[src/rtl/assert_macros.svh]
// Assertion macros shared by the allocator RTL.
// No dependencies; included by the modules that carry assertions.
`ifndef ASSERT_MACROS_SVH
`define ASSERT_MACROS_SVH

// cond must never hold out of reset
`define ASSERT_NEVER(lbl, clk, rst_n, cond) \
  lbl: assert property (@(posedge clk) disable iff (!rst_n) !(cond)) \
    else $error("assertion failed");

// a implies b in the same cycle
`define ASSERT_IMPLIES(lbl, clk, rst_n, a, b) \
  lbl: assert property (@(posedge clk) disable iff (!rst_n) (a) |-> (b)) \
    else $error("assertion failed");

// a implies b in the following cycle
`define ASSERT_NEXT(lbl, clk, rst_n, a, b) \
  lbl: assert property (@(posedge clk) disable iff (!rst_n) (a) |=> (b)) \
    else $error("assertion failed");

`endif

[src/rtl/gfba_pkg.sv]
// Shared types and constants of the grouped free-block allocator.
// No dependencies.
`default_nettype none

package gfba_pkg;

  localparam int GROUP_SIZE_DEF = 100;
  localparam int MAX_GROUPS_DEF = 64;
  localparam int BLOCK_BITS_DEF = 24;

  localparam int IN_BITS  = 24;
  localparam int OUT_BITS = 24;

  localparam logic OP_ALLOC = 1'b0;
  localparam logic OP_FREE  = 1'b1;

  localparam logic [1:0] ST_OK         = 2'd0;
  localparam logic [1:0] ST_NO_SPACE   = 2'd1;
  localparam logic [1:0] ST_SPILL_FULL = 2'd2;

  typedef struct packed {
    logic [OUT_BITS-1:0] block;
    logic [1:0]          status;
  } res_t;

endpackage

`default_nettype wire

[src/rtl/gfba_out.sv]
// Result register with one skid entry for the out_ channel.
// Depends on gfba_pkg and assert_macros.svh.
`default_nettype none
`include "assert_macros.svh"

module gfba_out (
  input  wire logic                  clk,
  input  wire logic                  rst_n,
  input  wire logic                  push,
  input  wire gfba_pkg::res_t        push_res,
  output logic                       room,
  output logic                       out_valid,
  input  wire logic                  out_stall,
  output logic [gfba_pkg::OUT_BITS-1:0] out_granted_block,
  output logic [1:0]                 out_status
);

  import gfba_pkg::*;

  logic out_valid_r, out_valid_nxt;
  logic skid_valid_r, skid_valid_nxt;
  res_t out_r, out_nxt;
  res_t skid_r, skid_nxt;
  logic out_free;

  assign out_free = !out_valid_r || !out_stall;
  assign room     = !skid_valid_r;

  always_comb begin
    out_valid_nxt  = out_valid_r;
    skid_valid_nxt = skid_valid_r;
    out_nxt        = out_r;
    skid_nxt       = skid_r;
    if (out_free) begin
      if (skid_valid_r) begin
        out_nxt        = skid_r;
        out_valid_nxt  = 1'b1;
        skid_valid_nxt = 1'b0;
      end else if (push) begin
        out_nxt       = push_res;
        out_valid_nxt = 1'b1;
      end else begin
        out_valid_nxt = 1'b0;
      end
    end else if (push) begin
      skid_nxt       = push_res;
      skid_valid_nxt = 1'b1;
    end
  end

  always_ff @(posedge clk) begin
    if (!rst_n) begin
      out_valid_r  <= 1'b0;
      skid_valid_r <= 1'b0;
    end else begin
      out_valid_r  <= out_valid_nxt;
      skid_valid_r <= skid_valid_nxt;
    end
    out_r  <= out_nxt;
    skid_r <= skid_nxt;
  end

  assign out_valid         = out_valid_r;
  assign out_granted_block = out_r.block;
  assign out_status        = out_r.status;

  `ASSERT_NEVER(a_no_push_when_full, clk, rst_n, push && skid_valid_r)
  `ASSERT_IMPLIES(a_skid_behind_out, clk, rst_n, skid_valid_r, out_valid_r)
  `ASSERT_NEXT(a_skid_drains, clk, rst_n, skid_valid_r && out_free, out_valid_r && !skid_valid_r)

endmodule

`default_nettype wire

[config.mk]
export PLATFORM = sky130hd
export DESIGN_NAME = gfba_out
export DESIGN_NICKNAME = d
export VERILOG_FILES = /design/src/rtl/gfba_pkg.sv /design/src/rtl/gfba_out.sv
export VERILOG_INCLUDE_DIRS = /design/src /design/src/rtl
export SDC_FILE = /design/constraint.sdc
export NUM_CORES = 1
export LEC_CHECK = 0
export BUFFER_PORTS_ARGS = -buffer_cell sky130_fd_sc_hd__clkbuf_2
export CAP_MARGIN = 20
export CORE_ASPECT_RATIO = 0.9
export CORE_MARGIN = 2
export CORE_UTILIZATION = 30
export CTS_CLUSTER_DIAMETER = 100
export DETAILED_ROUTE_END_ITERATION = 8
export MAX_ROUTING_LAYER = met4
export SLEW_MARGIN = 40
export SYNTH_ARGS = -nofsm -noshare
export SYNTH_HDL_FRONTEND = slang
export SYNTH_SLANG_ARGS = --single-unit
[constraint.sdc]
create_clock -name clk -period 8.1 [get_ports clk]
set_clock_uncertainty 0.2 [all_clocks]
set_input_delay 1.215 -clock clk [delete_from_list [all_inputs] [get_ports clk]]
set_output_delay 1.215 -clock clk [all_outputs]
set_load 0.02 [all_outputs]
---- Word level (Yosys, flattened, before mapping) ----
Cells that the tools add are included.
word-level totals
  register bits ........................... 54
  input port bits ......................... 30
  logic and storage cells ................. 20
operators by class
  muxes and demuxes ....................... 4
  bitwise logic cells ..................... 2
  reductions and logical operators ........ 8
operators by type and width
  kind               number
  $mux 26            2
  $reduce_and 2->1   2
  $logic_not 1->1    3
  $mux 1             2
  $not 1->1          2
  $reduce_bool 2->1  1
  $reduce_or 2->1    1
  $logic_or 1x1->1   1

---- Longest topological paths before layout ----
Gate-level depths: netlist (run 1).
  depth in word-level cells ............... 4
  depth in mapped cells ................... 4
  gate-level depth less buffers ........... 2

---- Worst setup path before layout (run 1) ----
No wires, ideal clock.
  path type ............................... input -> register
  start ................................... input port push
  end ..................................... register out_r, in the netlist out_granted_block[0], enable pin
  arrival ................................. 2.544 ns
  data required time ...................... 7.482 ns
  slack ................................... 4.939 ns
  stages on the path ...................... 2
  path buffers ............................ 0
  cells stage by stage .................... nor2_4 a21oi_1
on the way
  longest elaborated chain between the ends .. 2
ends and longest elaborated chain
  element                      RTL line        text
  start: declaration           gfba_out.sv:9   input wire logic push,
  $reduce_bool 2->1 (no line)  -
  $reduce_and 2->1 (no line)   -
  end signal: assignment       gfba_out.sv:59  out_r <= out_nxt;
  end: declaration             gfba_out.sv:22  res_t out_r, out_nxt;
No other way between the ends.
A chain may end at the register's enable or synchronous reset.

---- Final worst setup path (run 1) ----
  start ................................... register skid_valid_r
  end ..................................... output port room
on the way
  longest elaborated chain between the ends .. 1
ends and longest elaborated chain
  element                   RTL line        text
  start: declaration        gfba_out.sv:21  logic skid_valid_r, skid_valid_nxt;
  start signal: assignment  gfba_out.sv:57  skid_valid_r <= skid_valid_nxt;
  $logic_not 1->1           gfba_out.sv:27  assign room = !skid_valid_r;
  end: declaration          gfba_out.sv:11  output logic room,
No other way between the ends.

==> results of run 1 <==
worst register-to-register path, stage by stage, from the launching register on:
cell and delay (ns):
dfxtp_4 0.68, nor2_4 0.11, a21oi_4 0.32, buf_8 0.23
kinds of logic after synthesis:
group                  after synthesis  share of synthesized area
DFF                                 54                      0.776
muxes                               26                      0.175
and+or+nand+nor                      4                     0.0164
buffers and inverters                4                     0.0267
AOI/OAI and AO/OA                    2                    0.00606
worst max path at each step:
stage | startpoint | endpoint | slack (ns) | cells past startpoint
floorplan | push | out_granted_block[0] | 4.94 | 2
global placement | push | out_granted_block[10] | 5.46 | 3
detailed placement | push | out_granted_block[6] | 5.41 | 3
CTS | skid_valid_r | room | 5.15 | 2
global route | skid_valid_r | room | 5.36 | 2
finish | skid_valid_r | room | 5.44 | 2
power by group through the flow:
stage                     clock (mW)  sequential (mW)  combinational [mW]
after floorplan                    0            0.343              0.0178
after global placement             0            0.332              0.0479
after detailed placement           0            0.333              0.0491
after CTS                      0.180            0.326              0.0492
after global routing           0.189            0.327              0.0528
final                          0.175            0.326              0.0492
cells in the final DEF (no fill, tap or decap), drive strengths merged:
cell / instances
a21boi: 1
a21oi: 1
and3: 1
buf: 2
bufinv: 1
clkbuf: 62
clkinv: 2
dfxtp: 2
edfxtp: 52
inv: 1
mux2: 26
nand2: 1
nor2: 1
nor3b: 1
state kept, by name (all words and copies together), names as in the netlist:
signal and flops:
skid_r 26, out_granted_block 24, out_status 2, out_valid 1
skid_valid_r 1
through the flow:
step           cell area (sq um)  instances  utilization
6_report                    2560        244        0.386
5_1_grt                     2560        244        0.386
4_1_cts                     2540        243        0.383
3_5_place_dp                2430        235        0.367
3_3_place_gp                2430        235        0.367
2_1_floorplan               2060         90            -
area by class of cell:
| cell class | instances | share of cell area |
|---|---|---|
| timing repair buffer | 59 | 0.120 |
| tap | 90 | 0.0441 |
| clock inverter | 3 | 0.0157 |
| clock buffer | 5 | 0.0269 |
| sequential | 54 | 0.628 |
| multi-input combinational | 32 | 0.163 |
| inverter | 1 | 0.00147 |
cell usage after synthesis:
cell type,number
buf_6,1
a21boi_0,1
mux2_2,8
mux2_4,18
nor2_4,1
dfxtp_1,2
nand2_1,1
inv_1,1
and3_1,1
buf_12,2
a21oi_1,1
nor3b_2,1
edfxtp_1,52
per-layer routing:
metal / routed length (um) / GRT usage / up-vias / part of all wire
met5: 0 / - / - / 0
met4: 14 / 0.0318 / 0 / 0.0040
met3: 208 / 0.0390 / 2 / 0.060
met2: 1730 / 0.163 / 38 / 0.50
met1: 1500 / 0.104 / 506 / 0.43
li1: - / - / 476 / -
==> metrics, run 1 <==
setup bufs post-CTS=0; CP max FO=28; ANT nets after route=0; root buf cell=clkbuf_8; # IOs=between 50 and 60; setup TNS=0 ns; worst skew pair latency=~0.3 ns; unrepaired setup endpoints after global routing=false; clk sink count=54; max-slew violations=0; die area=7560 sq um; Initial Util=0.312; post-synthesis instance total=90; pre-CTS setup slack=5.41 ns; WL/cell=around 14 um; Diodes inserted=0; Overall Power=0.550 mW; number of fill cells in the layout=615; family with the most delay on the worst path=flip-flops; maximum vdd drop=between 0.07 and 0.08 mV; Ys Warns=0; final routed DRC violation total=0; buffers added on ports=57; sequential share of power=0.592; TritonRoute pass-1 iters=4; DIE HEIGHT=82.7 um; clk buf depth=2; hold slack=0.344 ns; Pint=approximately 0.43 mW; slowest stage delay, CP=between 0.6 and 0.7 ns; Tcrit/Tclk final=0.328; Mapped Nets=120; vias after detailed routing=1022; Final GP Congestion=between 0.6 and 0.7; total of max-cap violations=0; crit start category=register; slew margin rel.=0.668; WL final=3460 um; Area growth syn-to-layout=23.9%; DIE WIDTH=a little over 90 um; flop-to-flop setup slack=between 6 and 7 ns; mean post-synth cell area=22.9 sq um; CTS tree=done; Comb pwr share=0.089; core area=6620 sq um; row count=28; Cells on Worst Hold Path=2; Via density=4.19; first-pass GRT wire length=5180 um; Worst Hold Class=reg -> reg; vias in the first global route=between 1000 and 1500; Nets=between 150 and 200; FMAX=roughly 380 MHz; layout cells sized above 1=0.630; Reg clk slew, reported paths=0.09 ns; synthesized area=2060 sq um; Final WS setup=around 5.4 ns; crit end category=primary output; Tot GR Track Use=0.0959; initial antenna violation count=0; Arr. time, crit path=between 1 and 1.5 ns; WP buf/inv=2; min Tclk post-route=approximately 2.7 ns; Worst R2R Path Depth=3; 1st-iter DRT viols=44; PwrDens=roughly 220 nW/um^2; Hold Path Origin=out_valid; Hold EP=skid_valid_r; total grt overflow=0; Synth area leader=edfxtp_1; worst-margin pin slew=0.499 ns; clock buffer count from CTS=5; cts hold-fix bufs=0; largest net degree at the start of global routing=29; CP Class=reg -> out; Worst Path Required=~6.7 ns; top cell type's share of synthesized area=0.757; count of cell types in the netlist=13; DP HPWL=2450 um; Multi-input gate area=418 sq um; register bit count reported by yosys=54; sequential fraction of the synthesis area=0.776; switching pwr=approximately 0.12 mW; worst-path cell chain=inv_1 > clkbuf_2; top post-synthesis cells by area=edfxtp_1 76%, mux2_4 13%, mux2_2 4.4%; H-tree depth=2; P_leak=between 0.9 and 1 nW; Net Sw Frac=0.211; worst reg2reg endpoint=out_granted_block[11]; Fin. Hold Viols=0; clock network fraction of total power=0.319; RR Startpoint=skid_valid_r; Slowest-stage cell, CP=dfxtp_4; run status=completed; Gates resized, CTS repair=0; FF+latch area=roughly 1600 sq um; final-report setup violation count=0
Power figures use the tool's default switching activity.
==> run 2, diff against run 1 <==
Clock period 8.1 ns to 2.55 ns, I/O delays scaled along.
==> run 2 against run 1 <==
Final cell count rose by 0.82%. Setup slack got worse by 4.9 ns. Non-clock buffer count rose by 2. Clock-buffer cell count rose by 2. Total power rose to 3.2 times the previous value. Routed wire length fell by 1.3%. Hold slack got worse by 0.27 ns. Register-to-register slack got worse by 5.4 ns. Flip-flop and latch count did not move. First-iteration DRC count fell by 73%. Combinational power rose to 3.3 times the previous value. Core utilization rose by 0.11 points. Largest cell class unchanged.
==> metrics, run 2 (same netlist as run 1, synthesis figures left out) <==
run status=completed; root buf cell=clkbuf_8; Worst Path Required=1.97 ns; DP HPWL=~2400 um; placed instance area=about 2500 sq um; PwrDens=678 nW/um^2; flop-to-flop setup slack=0.84 ns; hold slack=~0.070 ns; Tcrit/Tclk final=0.797; Overall Power=1.74 mW; Reg clk slew, reported paths=around 0.09 ns; H-tree depth=2; max-slew violations=0; slowest stage delay, CP=about 0.67 ns; worst-margin pin slew=0.518 ns; Arr. time, crit path=~1.5 ns; Nets=between 150 and 200; Fin. Hold Viols=0; worst reg2reg endpoint=out_granted_block[20]; vias after detailed routing=around 1000; Final GP Congestion=0.631; Worst R2R Path Depth=2; min Tclk post-route=roughly 2.0 ns; first-pass GRT wire length=between 5000 and 6000 um; Core Util, Final=0.387; crit start category=register; crit end category=primary output; setup bufs post-CTS=0; clk buf depth=2; FMAX=a little under 500 MHz; max reg flops=26; slew margin rel.=0.655; most frequent cells in the layout=57 x clkbuf_2, 52 x edfxtp_1, 18 x mux2_4, 8 x mux2_2, 5 x clkbuf_8; worst-path cell chain=buf_4 > inv_1 > clkbuf_2; design area=~2600 sq um; TritonRoute pass-1 iters=2; # IOs=between 50 and 60; layout cells sized above 1=0.622; vias in the first global route=approximately 1000; total of max-cap violations=0; unrepaired setup endpoints after global routing=false; Diodes inserted=0; Slowest-stage cell, CP=dfxtp_2; WP depth=3; DIE HEIGHT=between 80 and 90 um; WL final=around 3400 um; CP max FO=17; WP buf/inv=3; setup TNS=0 ns; RR Startpoint=skid_valid_r; Via density=approximately 4; final routed DRC violation total=0; initial antenna violation count=0; maximum vdd drop=~0.21 mV; CP Capture Point=room; CTS tree=done; WL/cell=13.9 um; family with the most delay on the worst path=flip-flops; Initial Util=0.312; DIE WIDTH=91.4 um; crit path launch=skid_valid_r; ANT nets after route=0; die area=between 7000 and 8000 sq um; Worst Hold Class=in -> reg; Tot GR Track Use=0.0944; final-report setup violation count=0; Area growth syn-to-layout=24.3%; clk sink count=54; most common cell after layout, fill and taps aside=clkbuf_2; 1st-iter DRT viols=12; row count=28; CP Class=reg -> out; Reg with most FFs=skid_r; cts hold-fix bufs=0; largest net degree at the start of global routing=27; P_leak=0.990 nW; Gates resized, CTS repair=0; total grt overflow=0; clock buffer count from CTS=5; core area=6620 sq um; buffers added on ports=57; worst skew pair latency=about 0.30 ns
==> run 2: cell types whose count changed in the layout (fill, tap and decap cells not counted) <==
cell | before | now
buf_12 | 0 | 1
buf_4 | 1 | 3
dfxtp_4 | 1 | 0
clkinv_2 | 2 | 0
a21oi_4 | 1 | 0
dfxtp_2 | 0 | 1
clkbuf_1 | 0 | 2
a21oi_2 | 0 | 1
buf_8 | 1 | 0
==> run 2: report_power, final <==
part	switching, mW	leakage, nW	internal (mW)
clock	0.253	0.0524	0.294
sequential	0.0141	0.506	1.02
combinational	0.0875	0.432	0.0722
total	0.354	0.990	1.38
==> run 2: how the worst min path moves through the flow <==
stage	start	end	slack, ns	cells past startpoint
floorplan	push_res[0]	skid_r[0]	0.28	0
global placement	out_valid	skid_valid_r	0.30	2
detailed placement	out_valid	skid_valid_r	0.31	2
CTS	push_res[2]	skid_r[2]	0.06	1
global route	push_res[2]	skid_r[2]	0.05	1
finish	push_res[2]	skid_r[2]	0.07	1
==> run 2: through the flow <==
step	setup slack [ns]	cells
final	0.519	246
after global routing	0.410	246
after CTS	0.482	246
after detailed placement	0.821	238
after global placement	0.853	238
after floorplan	0.574	90
==> run 2: cell type report <==
class / instances / area (sq um)
Multi-Input combinational cell: 32 / 410
Fill cell: 604 / 4060
Sequential cell: 54 / 1600
Clock buffer: 7 / 76.3
Inverter: 1 / 3.75
Tap cell: 90 / 113
Timing Repair Buffer: 61 / 328
Clock inverter: 1 / 30.0
==> run 2: layer usage <==
metal,part of all wire,wire [um],track usage
met5,0,0,-
met4,0.015,52,0.0364
met3,0.065,221,0.0381
met2,0.49,1660,0.151
met1,0.43,1480,0.108
