$ cat src/rtl/assert_macros.svh
// Assertion macros shared by the allocator RTL.
// No dependencies; included by the modules that carry assertions.
`ifndef ASSERT_MACROS_SVH
`define ASSERT_MACROS_SVH

// cond must never hold out of reset
`define ASSERT_NEVER(lbl, clk, rst_n, cond) \
  lbl: assert property (@(posedge clk) disable iff (!rst_n) !(cond)) \
    else $error("assertion failed");

// a implies b in the same cycle
`define ASSERT_IMPLIES(lbl, clk, rst_n, a, b) \
  lbl: assert property (@(posedge clk) disable iff (!rst_n) (a) |-> (b)) \
    else $error("assertion failed");

// a implies b in the following cycle
`define ASSERT_NEXT(lbl, clk, rst_n, a, b) \
  lbl: assert property (@(posedge clk) disable iff (!rst_n) (a) |=> (b)) \
    else $error("assertion failed");

`endif

$ cat src/rtl/gfba_pkg.sv
// Shared types and constants of the grouped free-block allocator.
// No dependencies.
`default_nettype none

package gfba_pkg;

  localparam int GROUP_SIZE_DEF = 100;
  localparam int MAX_GROUPS_DEF = 64;
  localparam int BLOCK_BITS_DEF = 24;

  localparam int IN_BITS  = 24;
  localparam int OUT_BITS = 24;

  localparam logic OP_ALLOC = 1'b0;
  localparam logic OP_FREE  = 1'b1;

  localparam logic [1:0] ST_OK         = 2'd0;
  localparam logic [1:0] ST_NO_SPACE   = 2'd1;
  localparam logic [1:0] ST_SPILL_FULL = 2'd2;

  typedef struct packed {
    logic [OUT_BITS-1:0] block;
    logic [1:0]          status;
  } res_t;

endpackage

`default_nettype wire

$ cat src/rtl/gfba_ctrl.sv
// Sequencer: keeps top group base and fill count, drives the group store.
// Depends on gfba_pkg and assert_macros.svh.
`default_nettype none
`include "assert_macros.svh"

module gfba_ctrl #(
  parameter int GROUP_SIZE = gfba_pkg::GROUP_SIZE_DEF,
  parameter int MAX_GROUPS = gfba_pkg::MAX_GROUPS_DEF,
  parameter int BLOCK_BITS = gfba_pkg::BLOCK_BITS_DEF,
  parameter int ADDR_W     = 13
) (
  input  wire logic                       clk,
  input  wire logic                       rst_n,
  input  wire logic                       in_valid,
  output logic                            in_stall,
  input  wire logic                       in_operation,
  input  wire logic [gfba_pkg::IN_BITS-1:0] in_block_number,
  input  wire logic                       room,
  output logic                            push,
  output gfba_pkg::res_t                  push_res,
  output logic                            wr_en,
  output logic [ADDR_W-1:0]               wr_addr,
  output logic [BLOCK_BITS-1:0]           wr_data,
  output logic                            rd_en,
  output logic [ADDR_W-1:0]               rd_addr,
  input  wire logic [BLOCK_BITS-1:0]      rd_data
);

  import gfba_pkg::*;

  localparam int CNT_W = $clog2(GROUP_SIZE + 1);
  localparam logic [ADDR_W-1:0] GS_A      = ADDR_W'(GROUP_SIZE);
  localparam logic [ADDR_W-1:0] LAST_BASE = ADDR_W'((MAX_GROUPS - 1) * GROUP_SIZE);
  localparam logic [CNT_W-1:0]  GS_C      = CNT_W'(GROUP_SIZE);

  typedef enum logic {S_IDLE, S_READ} state_t;

  state_t            state_r, state_nxt;
  logic [CNT_W-1:0]  cnt_r, cnt_nxt;
  logic [ADDR_W-1:0] base_r, base_nxt;
  logic              force_r, force_nxt;
  logic [CNT_W-1:0]  cnt_dec;
  logic [BLOCK_BITS-1:0] got;
  logic              accept;

  assign in_stall = (state_r == S_READ) || !room;
  assign accept   = in_valid && !in_stall;
  assign cnt_dec  = cnt_r - 1'b1;
  assign wr_data  = BLOCK_BITS'(32'(in_block_number));
  assign got      = force_r ? '0 : rd_data;

  always_comb begin
    state_nxt = state_r;
    cnt_nxt   = cnt_r;
    base_nxt  = base_r;
    force_nxt = force_r;
    wr_en     = 1'b0;
    wr_addr   = base_r + ADDR_W'(cnt_r);
    rd_en     = 1'b0;
    rd_addr   = base_r + ADDR_W'(cnt_dec);
    push      = 1'b0;
    push_res  = '{block: '0, status: ST_OK};
    unique case (state_r)
      S_IDLE: begin
        if (accept) begin
          if (in_operation == OP_ALLOC) begin
            if (cnt_r == '0) begin
              push            = 1'b1;
              push_res.status = ST_NO_SPACE;
            end else begin
              rd_en     = 1'b1;
              cnt_nxt   = cnt_dec;
              // entry 0 of group 0 is never written; its read is forced to zero, the end marker
              force_nxt = (base_r == '0) && (cnt_r == CNT_W'(1));
              state_nxt = S_READ;
            end
          end else begin
            push = 1'b1;
            if (cnt_r == '0) begin
              wr_en    = 1'b1;
              wr_addr  = ADDR_W'(1);
              base_nxt = '0;
              cnt_nxt  = CNT_W'(2);
            end else if (cnt_r >= GS_C) begin
              if (base_r == LAST_BASE) begin
                push_res.status = ST_SPILL_FULL;
              end else begin
                wr_en    = 1'b1;
                wr_addr  = base_r + GS_A;
                base_nxt = base_r + GS_A;
                cnt_nxt  = CNT_W'(1);
              end
            end else begin
              wr_en   = 1'b1;
              cnt_nxt = cnt_r + 1'b1;
            end
          end
        end
      end
      S_READ: begin
        push      = 1'b1;
        state_nxt = S_IDLE;
        if (got == '0) begin
          cnt_nxt         = '0;
          base_nxt        = '0;
          push_res.status = ST_NO_SPACE;
        end else begin
          push_res.block = OUT_BITS'(32'(got));
          if (cnt_r == '0) begin
            base_nxt = base_r - GS_A;
            cnt_nxt  = GS_C;
          end
        end
      end
      default: state_nxt = S_IDLE;
    endcase
  end

  always_ff @(posedge clk) begin
    if (!rst_n) begin
      state_r <= S_IDLE;
      cnt_r   <= '0;
      base_r  <= '0;
      force_r <= 1'b0;
    end else begin
      state_r <= state_nxt;
      cnt_r   <= cnt_nxt;
      base_r  <= base_nxt;
      force_r <= force_nxt;
    end
  end

  `ASSERT_NEVER(a_cnt_bound, clk, rst_n, cnt_r > GS_C)
  `ASSERT_NEVER(a_base_bound, clk, rst_n, base_r > LAST_BASE)
  `ASSERT_NEXT(a_read_done, clk, rst_n, state_r == S_READ, state_r == S_IDLE)
  `ASSERT_NEVER(a_write_read, clk, rst_n, wr_en && rd_en)

endmodule

`default_nettype wire
$ cat config.mk
export PLATFORM = sky130hd
export DESIGN_NAME = gfba_ctrl
export DESIGN_NICKNAME = d
export VERILOG_FILES = /design/src/rtl/gfba_pkg.sv /design/src/rtl/gfba_ctrl.sv
export VERILOG_INCLUDE_DIRS = /design/src /design/src/rtl
export SDC_FILE = /design/constraint.sdc
export NUM_CORES = 1
export LEC_CHECK = 0
export BUFFER_PORTS_ARGS = -buffer_cell sky130_fd_sc_hd__buf_2
export CELL_PAD_IN_SITES_DETAIL_PLACEMENT = 1
export CELL_PAD_IN_SITES_GLOBAL_PLACEMENT = 1
export CORE_AREA = 2 2 96 98
export DETAILED_ROUTE_END_ITERATION = 8
export DIE_AREA = 0 0 98 100
export HOLD_SLACK_MARGIN = 0.02
export PLACE_DENSITY_LB_ADDON = 0.3
export SYNTH_ARGS = -nofsm -noshare
export SYNTH_HDL_FRONTEND = slang
export SYNTH_SLANG_ARGS = --single-unit
$ cat constraint.sdc
create_clock -name clk -period 5.75 [get_ports clk]
set_input_delay 0.8625 -clock clk [delete_from_list [all_inputs] [get_ports clk]]
set_output_delay 0.8625 -clock clk [all_outputs]
set_load 0.03 [all_outputs]
# Yosys cells after proc, flatten, opt, wreduce, memory -nomap -nowiden

Index checks and enable logic that the tools add are counted.

Add/subtract/negate cells: 6
$lt $le $gt $ge: 1
Equality and inequality tests: 9
Mux-type cells: 49
Bitwise logic cells: 3
Reduce and logical (&&, ||, !) cells: 11

Operators by type and width:

| operator              | number |
|---|---|
| $mux 13               | 13 |
| $mux 24               | 3 |
| $mux 7                | 8 |
| $add 13x7->13         | 2 |
| $pmux 13 s2           | 1 |
| $logic_not 24->1      | 1 |
| $mux 1                | 15 |
| $pmux 7 s2            | 1 |
| $add 13x7->13 const B | 1 |
| $eq 13x13->1 const B  | 1 |
| $logic_not 13->1      | 1 |
| $sub 13x7->13 const B | 1 |
| $mux 2                | 5 |
| $ne 3x3->1 const B    | 3 |
| $reduce_and 4->1      | 2 |
| $add 7x1->7 const B   | 1 |
| $eq 7x1->1 const B    | 1 |
| $ge 7x7->1 const B    | 1 |
| $logic_not 7->1       | 1 |
| $sub 7x1->7 const B   | 1 |
| $ne 5x5->1 const B    | 1 |
| $reduce_and 5->1      | 1 |
| $ne 2x2->1 const B    | 2 |
| $pmux 1 s2            | 2 |
| 6 further kinds       | 10 |

Register bits: 22
Input port bits: 53
Output and inout bits: 80
Word-level logic and storage cells: 83

# Depth between registers and ports, before layout

Gate-level depths: netlist (run 1).

Depth after elaboration: 7
Depth in mapped cells: 10
Depth with buffers taken out: 10

# Worst setup path before layout (run 1)

OpenSTA, ideal clock, no wires.

Path type: register to output
Start: register cnt_r[0]
End: output rd_addr[11]
Data arrival time: 3136 ps
Data required time: 4888 ps
Setup slack: 1752 ps
Stages on the path, launching flop included: 10
Path buffers: 0
Path through: dfxtp_1 inv_1 ha_1 nor3b_1 xor2_1 ha_1 a21oi_1 o21bai_1 nand2_1 o311ai_0

Word-level cells in the longest chain between the ends: 2

Ends and longest elaborated chain:

| what                   | RTL line         | source |
|---|---|---|
| from (decl)            | gfba_ctrl.sv:39  | `logic [CNT_W-1:0] cnt_r, cnt_nxt;` |
| from (signal assigned) | gfba_ctrl.sv:127 | `cnt_r <= cnt_nxt;` |
| $sub 7x1->7            | gfba_ctrl.sv:48  | `assign cnt_dec = cnt_r - 1'b1;` |
| $add 13x7->13          | gfba_ctrl.sv:60  | `rd_addr = base_r + ADDR_W'(cnt_dec);` |
| to (decl)              | gfba_ctrl.sv:25  | `output logic [ADDR_W-1:0] rd_addr,` |

No other way between the ends.

# Worst setup path after layout (run 1)

Start: register cnt_r[3]
End: output rd_addr[11]

The elaborated chain is that of the path after synthesis.

==> Flow_metrics.wiki, run 1 <==
{| class="wikitable"
! Metric !! Value
|-
| Max frequency || approximately 250 MHz
|-
| EDFF count, synth || 0
|-
| Largest net degree at the start of global routing || 22
|-
| Endpoint arrival time on the critical path || 3.13 ns
|-
| Max-Cap Viols || 0
|-
| Post-synthesis async set-or-reset flop share || 0
|-
| Run status || finished, final reports clean
|-
| Worst-case headroom to the max-slew limit || 0.351
|-
| Post-Syn Area || 3170 µm²
|-
| Cts repair resizes || 0
|-
| Setup total negative slack || 0 ns
|-
| RR Endpoint || base_r[8]
|-
| Mean number of vias per cell || 5.97
|-
| Leakage dissipation || about 1.4 nW
|-
| Flops & latches, synth || 20
|-
| First DRT Iteration DRCs || around 230
|-
| Final hold vios || 0
|-
| Number of H-tree levels || 1
|-
| Placement Rows || 35
|-
| Portion of the post-synthesis area used by sequential elements || 0.126
|-
| Cell depth of the worst flop-to-flop path || 5
|-
| Filler Cell Count || 1,144
|-
| Detailed-router iteration count before antenna repair || 4
|-
| Startpoint types || flop
|-
| Required time of the critical path || 4.89 ns
|-
| Flip-flop cell with the highest count after synthesis || sky130_fd_sc_hd__dfxtp_1
|-
| Clock transition at the registers of the reported paths || 0.09 ns
|-
| Average wire per standard cell || 18.9 µm
|-
| Net Count, Synth || 510
|-
| Post-detailed-routing wire length || between 10,000 and 15,000 µm
|-
| Number of nets in the layout || 545
|-
| Total congestion overflow after global routing || 0
|-
| Clock buffers created by TritonCTS || 3
|-
| Routed Antenna Nets || 0
|-
| Antenna violations before repair || 0
|-
| Path class of the lowest-slack min-delay path || reg2reg
|-
| Setup violations, final || 0
|-
| Slack of the critical path || between 1.5 and 2 ns
|-
| Number of placed cells counting well taps || 580
|-
| Post-route clock skew || 0.00385 ns
|-
| Minimum period implied by the final worst setup slack || 3.99 ns
|-
| Number of buffers on the longest clock path || 2
|-
| Slew at the pin with the worst max-slew slack || slightly below 1 ns
|-
| Area growth from synthesis to final layout || 9.44%
|-
| Worst setup path category || reg2out
|-
| Synthesized area per cell || 7.21 µm²
|-
| Core Region || 8890 µm²
|-
| Multi-input gate area || 2380 µm²
|-
| PortBufs || 84
|-
| Power density of the placed cells || 274 nW/µm²
|-
| HPWL after detailed placement || 8410 µm
|-
| Routability congestion estimate || 0.844
|-
| All-layer global routing usage || 0.225
|-
| Global-route wire length before repair || 18,400 µm
|-
| Count of cell types in the netlist || 73
|-
| Die X-Extent || 98 µm
|-
| Total via count in the routed design || 3,484
|-
| Number of global-route vias before repair || between 3,000 and 4,000
|-
| Reg-to-reg slack, setup || slightly below 3 ns
|-
| Starting utilization of the core area || 0.356
|-
| Crit-path max FO || 13
|-
| Commonest non-fill, non-tap cell in the layout || sky130_fd_sc_hd__buf_2
|-
| Post-route core utilization || 0.390
|-
| Clock sink count || 20
|-
| Number of buffers inserted to repair setup after CTS || 0
|-
| Clock root buffer || sky130_fd_sc_hd__clkbuf_8
|-
| Source of the worst register-to-register timing path || cnt_r[5]
|-
| TritonCTS clock tree || yes
|-
| Part of the cycle the worst path needs || 0.694
|-
| Endpoint class of the critical path || output pin
|-
| Height of the die || 100 µm
|-
| Crit path capture || rd_addr[11]
|-
| Layout cells sized above 1 || 0.224
|-
| Number of non-filler instances in the completed layout || 584
|-
| Post-layout total power || 0.950 mW
|-
| DRC errors left || 0
|-
| Final number of max-transition violations || 0
|-
| Start point of the critical path || cnt_r[3]
|-
| Maximum vdd drop || 109 µV
|-
| Number of hold buffers added after CTS || 0
|-
| Number of top-level pins || 133
|-
| Seq. cell area || 400 µm²
|-
| Post-placement worst setup slack || 1.92 ns
|-
| RSZ-0062 raised after global routing || no
|-
| Clock Latency Late Sink || between 0.2 and 0.3 ns
|-
| Full die area || approximately 10000 µm²
|-
| Yosys warns || 0
|-
| Commonest non-fill, non-tap cells in the layout || sky130_fd_sc_hd__buf_2, sky130_fd_sc_hd__a21oi_1, sky130_fd_sc_hd__o21ai_0
|-
| Number of cells produced by synthesis || 439
|-
| Antenna fix cells || 0
|}
## state kept, by name (all words and copies together), names as in the netlist
signal and count:
cnt_r 7, force_r 1, base_r 11, state_r 1
## through the flow
step                      instance area (µm²)  hold WS, ns
after floorplan                          3170        0.512
after global placement                   3410        0.564
after detailed placement                 3410        0.568
after CTS                                3470        0.586
after global routing                     3470        0.649
final                                    3470        0.591
## final cells by class
type / instances / share of cell area
Timing Repair Buffer: 85 / 0.123
Sequential cell: 20 / 0.116
Tap cell: 111 / 0.0401
Inverter: 18 / 0.0195
Clock buffer: 4 / 0.0159
Multi-Input combinational cell: 346 / 0.686
## routing by layer
metal / vias up / global-route usage / wire, µm
met2: 117 / 0.395 / 5280
met5: - / 0 / 0
met4: 0 / 0.0449 / 99
met3: 10 / 0.0216 / 562
met1: 1692 / 0.304 / 5080
li1: 1665 / - / -
## worst min-delay path by stage
stage              from        to  slack [ns]  cells after the start
2_1_floorplan  cnt_r[1]  cnt_r[1]        0.51                      2
3_3_place_gp    force_r   force_r        0.56                      2
3_5_place_dp    force_r   force_r        0.57                      2
5_1_grt        cnt_r[1]  cnt_r[1]        0.65                      2
6_report        force_r   force_r        0.59                      2
4_1_cts         force_r   force_r        0.59                      2
## worst max-delay path, stage by stage (launching register included)
cell	delay, ns
sky130_fd_sc_hd__dfxtp_1	0.46
sky130_fd_sc_hd__or3_1	0.55
sky130_fd_sc_hd__nor3_1	0.25
sky130_fd_sc_hd__xor2_1	0.16
sky130_fd_sc_hd__ha_1	0.39
sky130_fd_sc_hd__inv_1	0.06
sky130_fd_sc_hd__o21bai_1	0.28
sky130_fd_sc_hd__nand2_1	0.11
sky130_fd_sc_hd__o311ai_0	0.32
sky130_fd_sc_hd__buf_2	0.27
## kinds of logic after synthesis
kind of cell	count (synthesis)	share of synthesized area
fa+ha+maj	18	0.0711
other cells	1	0.00118
xor+xnor	30	0.0830
simple gates	154	0.271
flops	20	0.126
buf+inv	73	0.123
compound gates	141	0.318
mux	2	0.00632
## cells in the mapped netlist, drive strengths merged (3+ instances only)
cell type	number	area (µm²)
o221ai	5	61.3
a31oi	4	25.0
a21oi	37	185
o21bai	3	22.5
a211oi	4	30.0
xnor2	19	166
nand2b	4	25.0
nor3b	4	30.0
nor3	15	85.1
inv	16	60.1
or3	8	50.1
o21ai	31	155
ha	18	225
and3	3	18.8
nor4	12	75.1
a2bb2oi	5	43.8
o211ai	7	52.6
buf	34	244
o31ai	3	27.5
a21boi	3	22.5
nor2	26	108
nand2	27	118
a221oi	6	52.6
o32ai	4	35.0
clkbuf	21	78.8
xor2	11	96.3
dfxtp	20	400
nand3	18	90.1
and2	25	156
o311ai	5	51.3
## power breakdown
group / leakage, nW / switching [mW] / internal [mW]
registers: 0.163 / 0.0483 / 0.152
clock network: 0.0288 / 0.0590 / 0.0614
logic: 1.26 / 0.421 / 0.209
Note: power is estimated with default switching activity, not from simulation.
==> run 2, diff against run 1 <==
--- a/config.mk
+++ b/config.mk
@@ -9,9 +9,9 @@
 export BUFFER_PORTS_ARGS = -buffer_cell sky130_fd_sc_hd__buf_2
 export CELL_PAD_IN_SITES_DETAIL_PLACEMENT = 1
 export CELL_PAD_IN_SITES_GLOBAL_PLACEMENT = 1
-export CORE_AREA = 2 2 96 98
+export CORE_AREA = 2 2 105 107
 export DETAILED_ROUTE_END_ITERATION = 8
-export DIE_AREA = 0 0 98 100
+export DIE_AREA = 0 0 107 109
 export HOLD_SLACK_MARGIN = 0.02
 export PLACE_DENSITY_LB_ADDON = 0.3
 export SYNTH_ARGS = -nofsm -noshare
==> constraint.sdc (replaced) <==
create_clock -name clk -period 3.3 [get_ports clk]
set_input_delay 0.495 -clock clk [delete_from_list [all_inputs] [get_ports clk]]
set_output_delay 0.495 -clock clk [all_outputs]
set_load 0.03 [all_outputs]
==> Flow_metrics.wiki, run 2 (synthesis results as in run 1) <==
{| class="wikitable"
! Metric !! Value
|-
| Run status || finished, final reports clean
|-
| Number of top-level pins || 133
|-
| Max-Cap Viols || 0
|-
| Required time of the critical path || around 2.8 ns
|-
| Startpoint types || flop
|-
| Power density of the placed cells || 491 nW/µm²
|-
| Placement Rows || 38
|-
| Routability congestion estimate || 0.872
|-
| Endpoint class of the critical path || output pin
|-
| Post-detailed-routing wire length || 12,000 µm
|-
| Final number of max-transition violations || 0
|-
| Final hold vios || 0
|-
| Number of buffers on the longest clock path || 2
|-
| Area growth from synthesis to final layout || 19.8%
|-
| Seq. cell area || 402 µm²
|-
| Endpoint arrival time on the critical path || 2.66 ns
|-
| Worst setup path category || reg2out
|-
| Filler Cell Count || ~1,300
|-
| Post-route clock skew || around 0.011 ns
|-
| Minimum period implied by the final worst setup slack || about 3.2 ns
|-
| All-layer global routing usage || 0.205
|-
| Number of hold buffers added after CTS || 0
|-
| Path class of the lowest-slack min-delay path || reg2reg
|-
| Full die area || 11,700 µm²
|-
| Antenna fix cells || 0
|-
| Total congestion overflow after global routing || 0
|-
| Clock transition at the registers of the reported paths || approximately 0.09 ns
|-
| Core Region || 10,600 µm²
|-
| Global-route wire length before repair || 19,200 µm
|-
| Setup violations, final || 0
|-
| HPWL after detailed placement || 9380 µm
|-
| Leakage dissipation || 1.61 nW
|-
| Number of nets in the layout || 573
|-
| Registers with the most flip-flops || base_r: 11 flops, cnt_r: 7 flops
|-
| Average wire per standard cell || 18.7 µm
|-
| First DRT Iteration DRCs || 112
|-
| Height of the die || 109 µm
|-
| Multi-input gate area || 2430 µm²
|-
| Placed inst area || 3640 µm²
|-
| Crit-path max FO || 5
|-
| Layout cells sized above 1 || 0.289
|-
| PortBufs || 84
|-
| Mean number of vias per cell || about 5.6
|-
| Clock buffers created by TritonCTS || 3
|-
| Total via count in the routed design || 3,605
|-
| Number of global-route vias before repair || about 3,800
|-
| Largest net degree at the start of global routing || 22
|-
| Starting utilization of the core area || 0.299
|-
| Clock Latency Late Sink || 0.27 ns
|-
| Commonest non-fill, non-tap cells in the layout || sky130_fd_sc_hd__buf_2, sky130_fd_sc_hd__a21oi_1, sky130_fd_sc_hd__buf_4
|-
| Die X-Extent || 107 µm
|-
| Routed Antenna Nets || 0
|-
| Most flops, register || base_r
|-
| Commonest non-fill, non-tap cell in the layout || sky130_fd_sc_hd__buf_2
|-
| Worst-case headroom to the max-slew limit || 0.556
|-
| Clock sink count || 20
|-
| TritonCTS clock tree || yes
|-
| Detailed-router iteration count before antenna repair || 4
|-
| Slew at the pin with the worst max-slew slack || 0.665 ns
|-
| DRC errors left || 0
|-
| Flip-flop count of the largest register, all copies and words added || 11
|-
| Maximum vdd drop || 294 µV
|-
| Max frequency || 317 MHz
|-
| Part of the cycle the worst path needs || 0.957
|-
| Antenna violations before repair || 0
|-
| Final Cell Area || roughly 3800 µm²
|-
| Number of H-tree levels || 1
|-
| Post-layout total power || 1.86 mW
|-
| Clock root buffer || sky130_fd_sc_hd__clkbuf_8
|}
==> run 2: changes by cell type in the layout (fill, tap and decap cells not counted), sizes merged <==
cell	before	now
clkbuf	4	3
buf	85	113
bufinv	0	1
==> run 2: per-layer routing <==
layer / track usage / part of all wire / vias to the layer above
met2: 0.363 / 0.48 / 117
met5: 0 / 0 / -
met4: 0.0538 / 0.014 / 0
met3: 0.0197 / 0.047 / 14
met1: 0.268 / 0.46 / 1746
li1: - / - / 1728
==> run 2: through the flow <==
stage	hold WS, ns	cells	setup slack (ns)	TNS (ns)	utilization
after floorplan	0.512	439	-0.331	-0.661	-
after global placement	0.521	635	0.281	0	0.344
after detailed placement	0.535	635	0.178	0	0.344
after CTS	0.548	639	0.0386	0	0.352
after global routing	0.570	641	-0.0122	-0.0122	0.358
final	0.550	641	0.141	0	0.358
==> run 2: critical path, cell delays in order, from the launching register on <==
cell and delay (ns):
sky130_fd_sc_hd__dfxtp_1 0.32, sky130_fd_sc_hd__inv_1 0.12, sky130_fd_sc_hd__ha_2 0.24, sky130_fd_sc_hd__nor3b_2 0.20, sky130_fd_sc_hd__xor2_1 0.24, sky130_fd_sc_hd__ha_1 0.31, sky130_fd_sc_hd__a21oi_2 0.21, sky130_fd_sc_hd__o21bai_2 0.11
sky130_fd_sc_hd__a211o_1 0.32, sky130_fd_sc_hd__o311ai_2 0.10, sky130_fd_sc_hd__buf_4 0.22
==> run 2: worst paths after layout <==
check | start | end | slack (ns) | depth (start not counted)
worst min-delay path | cnt_r[3] | cnt_r[3] | 0.55 | 2
worst min register to register | cnt_r[3] | cnt_r[3] | 0.55 | 2
worst max-delay path | cnt_r[1] | rd_addr[11] | 0.14 | 10
worst max register to register | cnt_r[1] | base_r[3] | 0.69 | 7
==> run 2: timing repair <==
item,4_1_cts,5_1_grt
pin swaps,0,6
gates resized for setup,6,11
setup buffers,0,2
gates cloned,0,0
setup endpoints to repair,5,6
==> run 2: area by class of cell <==
| cell class | count | area share |
|---|---|---|
| well taps | 140 | 0.0462 |
| repair buffers | 113 | 0.170 |
| multi-input cells | 346 | 0.642 |
| inverters | 18 | 0.0178 |
| flip-flops and latches | 20 | 0.106 |
| clock inverters | 1 | 0.00792 |
| clock buffers | 3 | 0.0109 |
==> run 2: where the power goes <==
| part | leakage (nW) | switching, mW | internal [mW] | total (mW) |
|---|---|---|---|---|
| registers | 0.163 | 0.0429 | 0.265 | 0.308 |
| logic | 1.41 | 0.832 | 0.462 | 1.29 |
| clock network | 0.0357 | 0.0977 | 0.162 | 0.260 |
| total | 1.61 | 0.973 | 0.890 | 1.86 |
==> run 3, diff against run 2 <==
--- a/config.mk
+++ b/config.mk
@@ -9,9 +9,9 @@
 export BUFFER_PORTS_ARGS = -buffer_cell sky130_fd_sc_hd__buf_2
 export CELL_PAD_IN_SITES_DETAIL_PLACEMENT = 1
 export CELL_PAD_IN_SITES_GLOBAL_PLACEMENT = 1
-export CORE_AREA = 2 2 105 107
+export CORE_AREA = 2 2 100 102
 export DETAILED_ROUTE_END_ITERATION = 8
-export DIE_AREA = 0 0 107 109
+export DIE_AREA = 0 0 102 104
 export HOLD_SLACK_MARGIN = 0.02
 export PLACE_DENSITY_LB_ADDON = 0.3
 export SYNTH_ARGS = -nofsm -noshare
==> constraint.sdc (replaced) <==
create_clock -name clk -period 3 [get_ports clk]
set_input_delay 0.3 -clock clk [delete_from_list [all_inputs] [get_ports clk]]
set_output_delay 0.3 -clock clk [all_outputs]
set_load 0.03 [all_outputs]
==> Flow_metrics.wiki, run 3 (synthesis results as in run 1) <==
{| class="wikitable"
! Metric !! Value
|-
| DRC errors left || 0
|-
| Number of H-tree levels || 1
|-
| Commonest non-fill, non-tap cells in the layout || sky130_fd_sc_hd__buf_2, sky130_fd_sc_hd__buf_4, sky130_fd_sc_hd__a21oi_1
|-
| Required time of the critical path || between 2 and 3 ns
|-
| Flip-flop count of the largest register, all copies and words added || 11
|-
| Number of non-filler instances in the completed layout || 641
|-
| Total via count in the routed design || ~3,700
|-
| Worst hold path startpoint || in_valid
|-
| Met1 routing resource usage after global routing || 0.302
|-
| Worst setup path category || reg2out
|-
| Hold Path Depth || 3
|-
| Number of global-route vias before repair || 3,793
|-
| RR Endpoint || cnt_r[6]
|-
| Layout cells sized above 1 || 0.313
|-
| All-layer global routing usage || 0.222
|-
| Antenna fix cells || 0
|-
| Number of top-level pins || 133
|-
| Run status || finished, final reports clean
|-
| Final number of max-transition violations || 0
|-
| Average wire per standard cell || 18.4 µm
|-
| Path class of the lowest-slack min-delay path || in2reg
|-
| Post-detailed-routing wire length || 11,800 µm
|-
| Total congestion overflow after global routing || 0
|-
| Number of nets in the layout || 581
|-
| Routed Antenna Nets || 0
|-
| Setup violations, final || 0
|-
| Cell depth of the worst flop-to-flop path || 6
|-
| Post-placement worst setup slack || 0.209 ns
|-
| First DRT Iteration DRCs || 177
|-
| Worst-case headroom to the max-slew limit || 0.441
|-
| Slack of the critical path || 0.104 ns
|-
| Global-route wire length before repair || 19,200 µm
|-
| Antenna violations before repair || 0
|-
| Clock Latency Late Sink || 0.27 ns
|-
| TritonCTS clock tree || yes
|-
| Maximum vdd drop || 336 µV
|-
| Final hold vios || 0
|-
| Number of buffers on the longest clock path || 2
|-
| Area growth from synthesis to final layout || 21.1%
|-
| Commonest non-fill, non-tap cell in the layout || sky130_fd_sc_hd__buf_2
|-
| Part of the cycle the worst path needs || 0.965
|-
| Height of the die || 104 µm
|-
| Routability congestion estimate || approximately 0.85
|-
| Number of placed cells counting well taps || 636
|-
| Full die area || 10,600 µm²
|-
| Startpoint types || flop
|-
| Reg-to-reg slack, setup || 0.52 ns
|-
| Crit-path max FO || 7
|-
| Mean number of vias per cell || 5.73
|-
| Largest net degree at the start of global routing || 18
|-
| Clock transition at the registers of the reported paths || roughly 0.08 ns
|-
| Endpoint with the worst hold slack || state_r
|-
| Max-Cap Viols || 0
|-
| Global Route met2 Usage || 0.376
|-
| Slew at the pin with the worst max-slew slack || 0.839 ns
|-
| Detailed-router iteration count before antenna repair || 4
|-
| Starting utilization of the core area || 0.332
|-
| Clock buffers created by TritonCTS || 3
|-
| Core Region || 9550 µm²
|-
| Busiest layer in global routing || met2
|-
| Worst Hold Margin || 0.395 ns
|-
| Endpoint class of the critical path || output pin
|-
| PortBufs || 84
|-
| Clock root buffer || sky130_fd_sc_hd__clkbuf_8
|-
| Placement Rows || 36
|-
| Number of hold buffers added after CTS || 0
|-
| Leakage dissipation || 1.64 nW
|-
| Post-route clock skew || 0.00807 ns
|-
| Max frequency || 345 MHz
|-
| Most flops, register || base_r
|-
| Met3 demand-to-capacity share in global routing || 0.0161
|-
| Endpoint arrival time on the critical path || between 2 and 3 ns
|-
| Minimum period implied by the final worst setup slack || 2.90 ns
|-
| Power density of the placed cells || 524 nW/µm²
|-
| HPWL after detailed placement || 9420 µm
|-
| Die X-Extent || 102 µm
|-
| Filler Cell Count || 1,255
|-
| Clock sink count || 20
|-
| Post-layout total power || 2.01 mW
|-
| Registers with the most flip-flops || base_r: 11 flops, cnt_r: 7 flops
|-
| Source of the worst register-to-register timing path || base_r[3]
|}
## run 3: cell count changes in the layout (fill, tap and decap cells not counted), sizes merged
cell	change
buf	+8
bufinv	-1
## run 3: worst max-delay path: stages, from the launching register on
cell and delay [ns]:
sky130_fd_sc_hd__dfxtp_2 0.38, sky130_fd_sc_hd__or3_1 0.43, sky130_fd_sc_hd__nor3_2 0.14, sky130_fd_sc_hd__xor2_1 0.25, sky130_fd_sc_hd__ha_1 0.33, sky130_fd_sc_hd__inv_1 0.10
sky130_fd_sc_hd__o21bai_2 0.10, sky130_fd_sc_hd__a211o_1 0.30, sky130_fd_sc_hd__o311ai_1 0.09, sky130_fd_sc_hd__buf_4 0.21
## run 3: repair_timing
| item | in CTS | in global routing |
|---|---|---|
| setup endpoints to repair | 5 | 7 |
| buffers inserted | 1 | 1 |
| hold endpoints to repair | 0 | 0 |
| pin swaps | 1 | 6 |
| gates resized for setup | 3 | 21 |
## run 3: cell type report
type,count,area [µm²],area share
inverters,18,67.6,0.0176
clock buffers,3,41.3,0.0108
well taps,133,166,0.0434
repair buffers,121,706,0.184
flip-flops and latches,20,405,0.106
multi-input cells,346,2450,0.638
## run 3: worst max-delay path by stage
stage,slack (ns),start,to,cells past startpoint
floorplan,-0.08,cnt_r[0],rd_addr[11],9
global placement,0.29,cnt_r[1],rd_addr[11],10
detailed placement,0.21,cnt_r[1],rd_addr[9],10
CTS,0.01,cnt_r[3],rd_addr[12],9
global route,-0.005,cnt_r[3],rd_addr[9],9
finish,0.10,cnt_r[3],rd_addr[9],9
## run 3: per-stage QoR
step / area, µm² / utilization / TNS (ns)
finish: 3830 / 0.402 / 0
global route: 3830 / 0.402 / -0.00833
CTS: 3750 / 0.393 / 0
detailed placement: 3690 / 0.387 / 0
global placement: 3690 / 0.387 / 0
floorplan: 3170 / - / -0.164
## run 3: layer usage
| metal | up-vias | wire length (µm) |
|---|---|---|
| met3 | 18 | 642 |
| met5 | - | 0 |
| met1 | 1785 | 5460 |
| met2 | 126 | 5550 |
| met4 | 0 | 144 |
| li1 | 1743 | - |
## run 3: power breakdown
group	leakage [nW]	internal [mW]	switching, mW	total (mW)
sequential	0.164	0.293	0.0532	0.347
combinational	1.46	0.551	0.921	1.47
clock	0.0216	0.0900	0.102	0.192
total	1.64	0.934	1.08	2.01
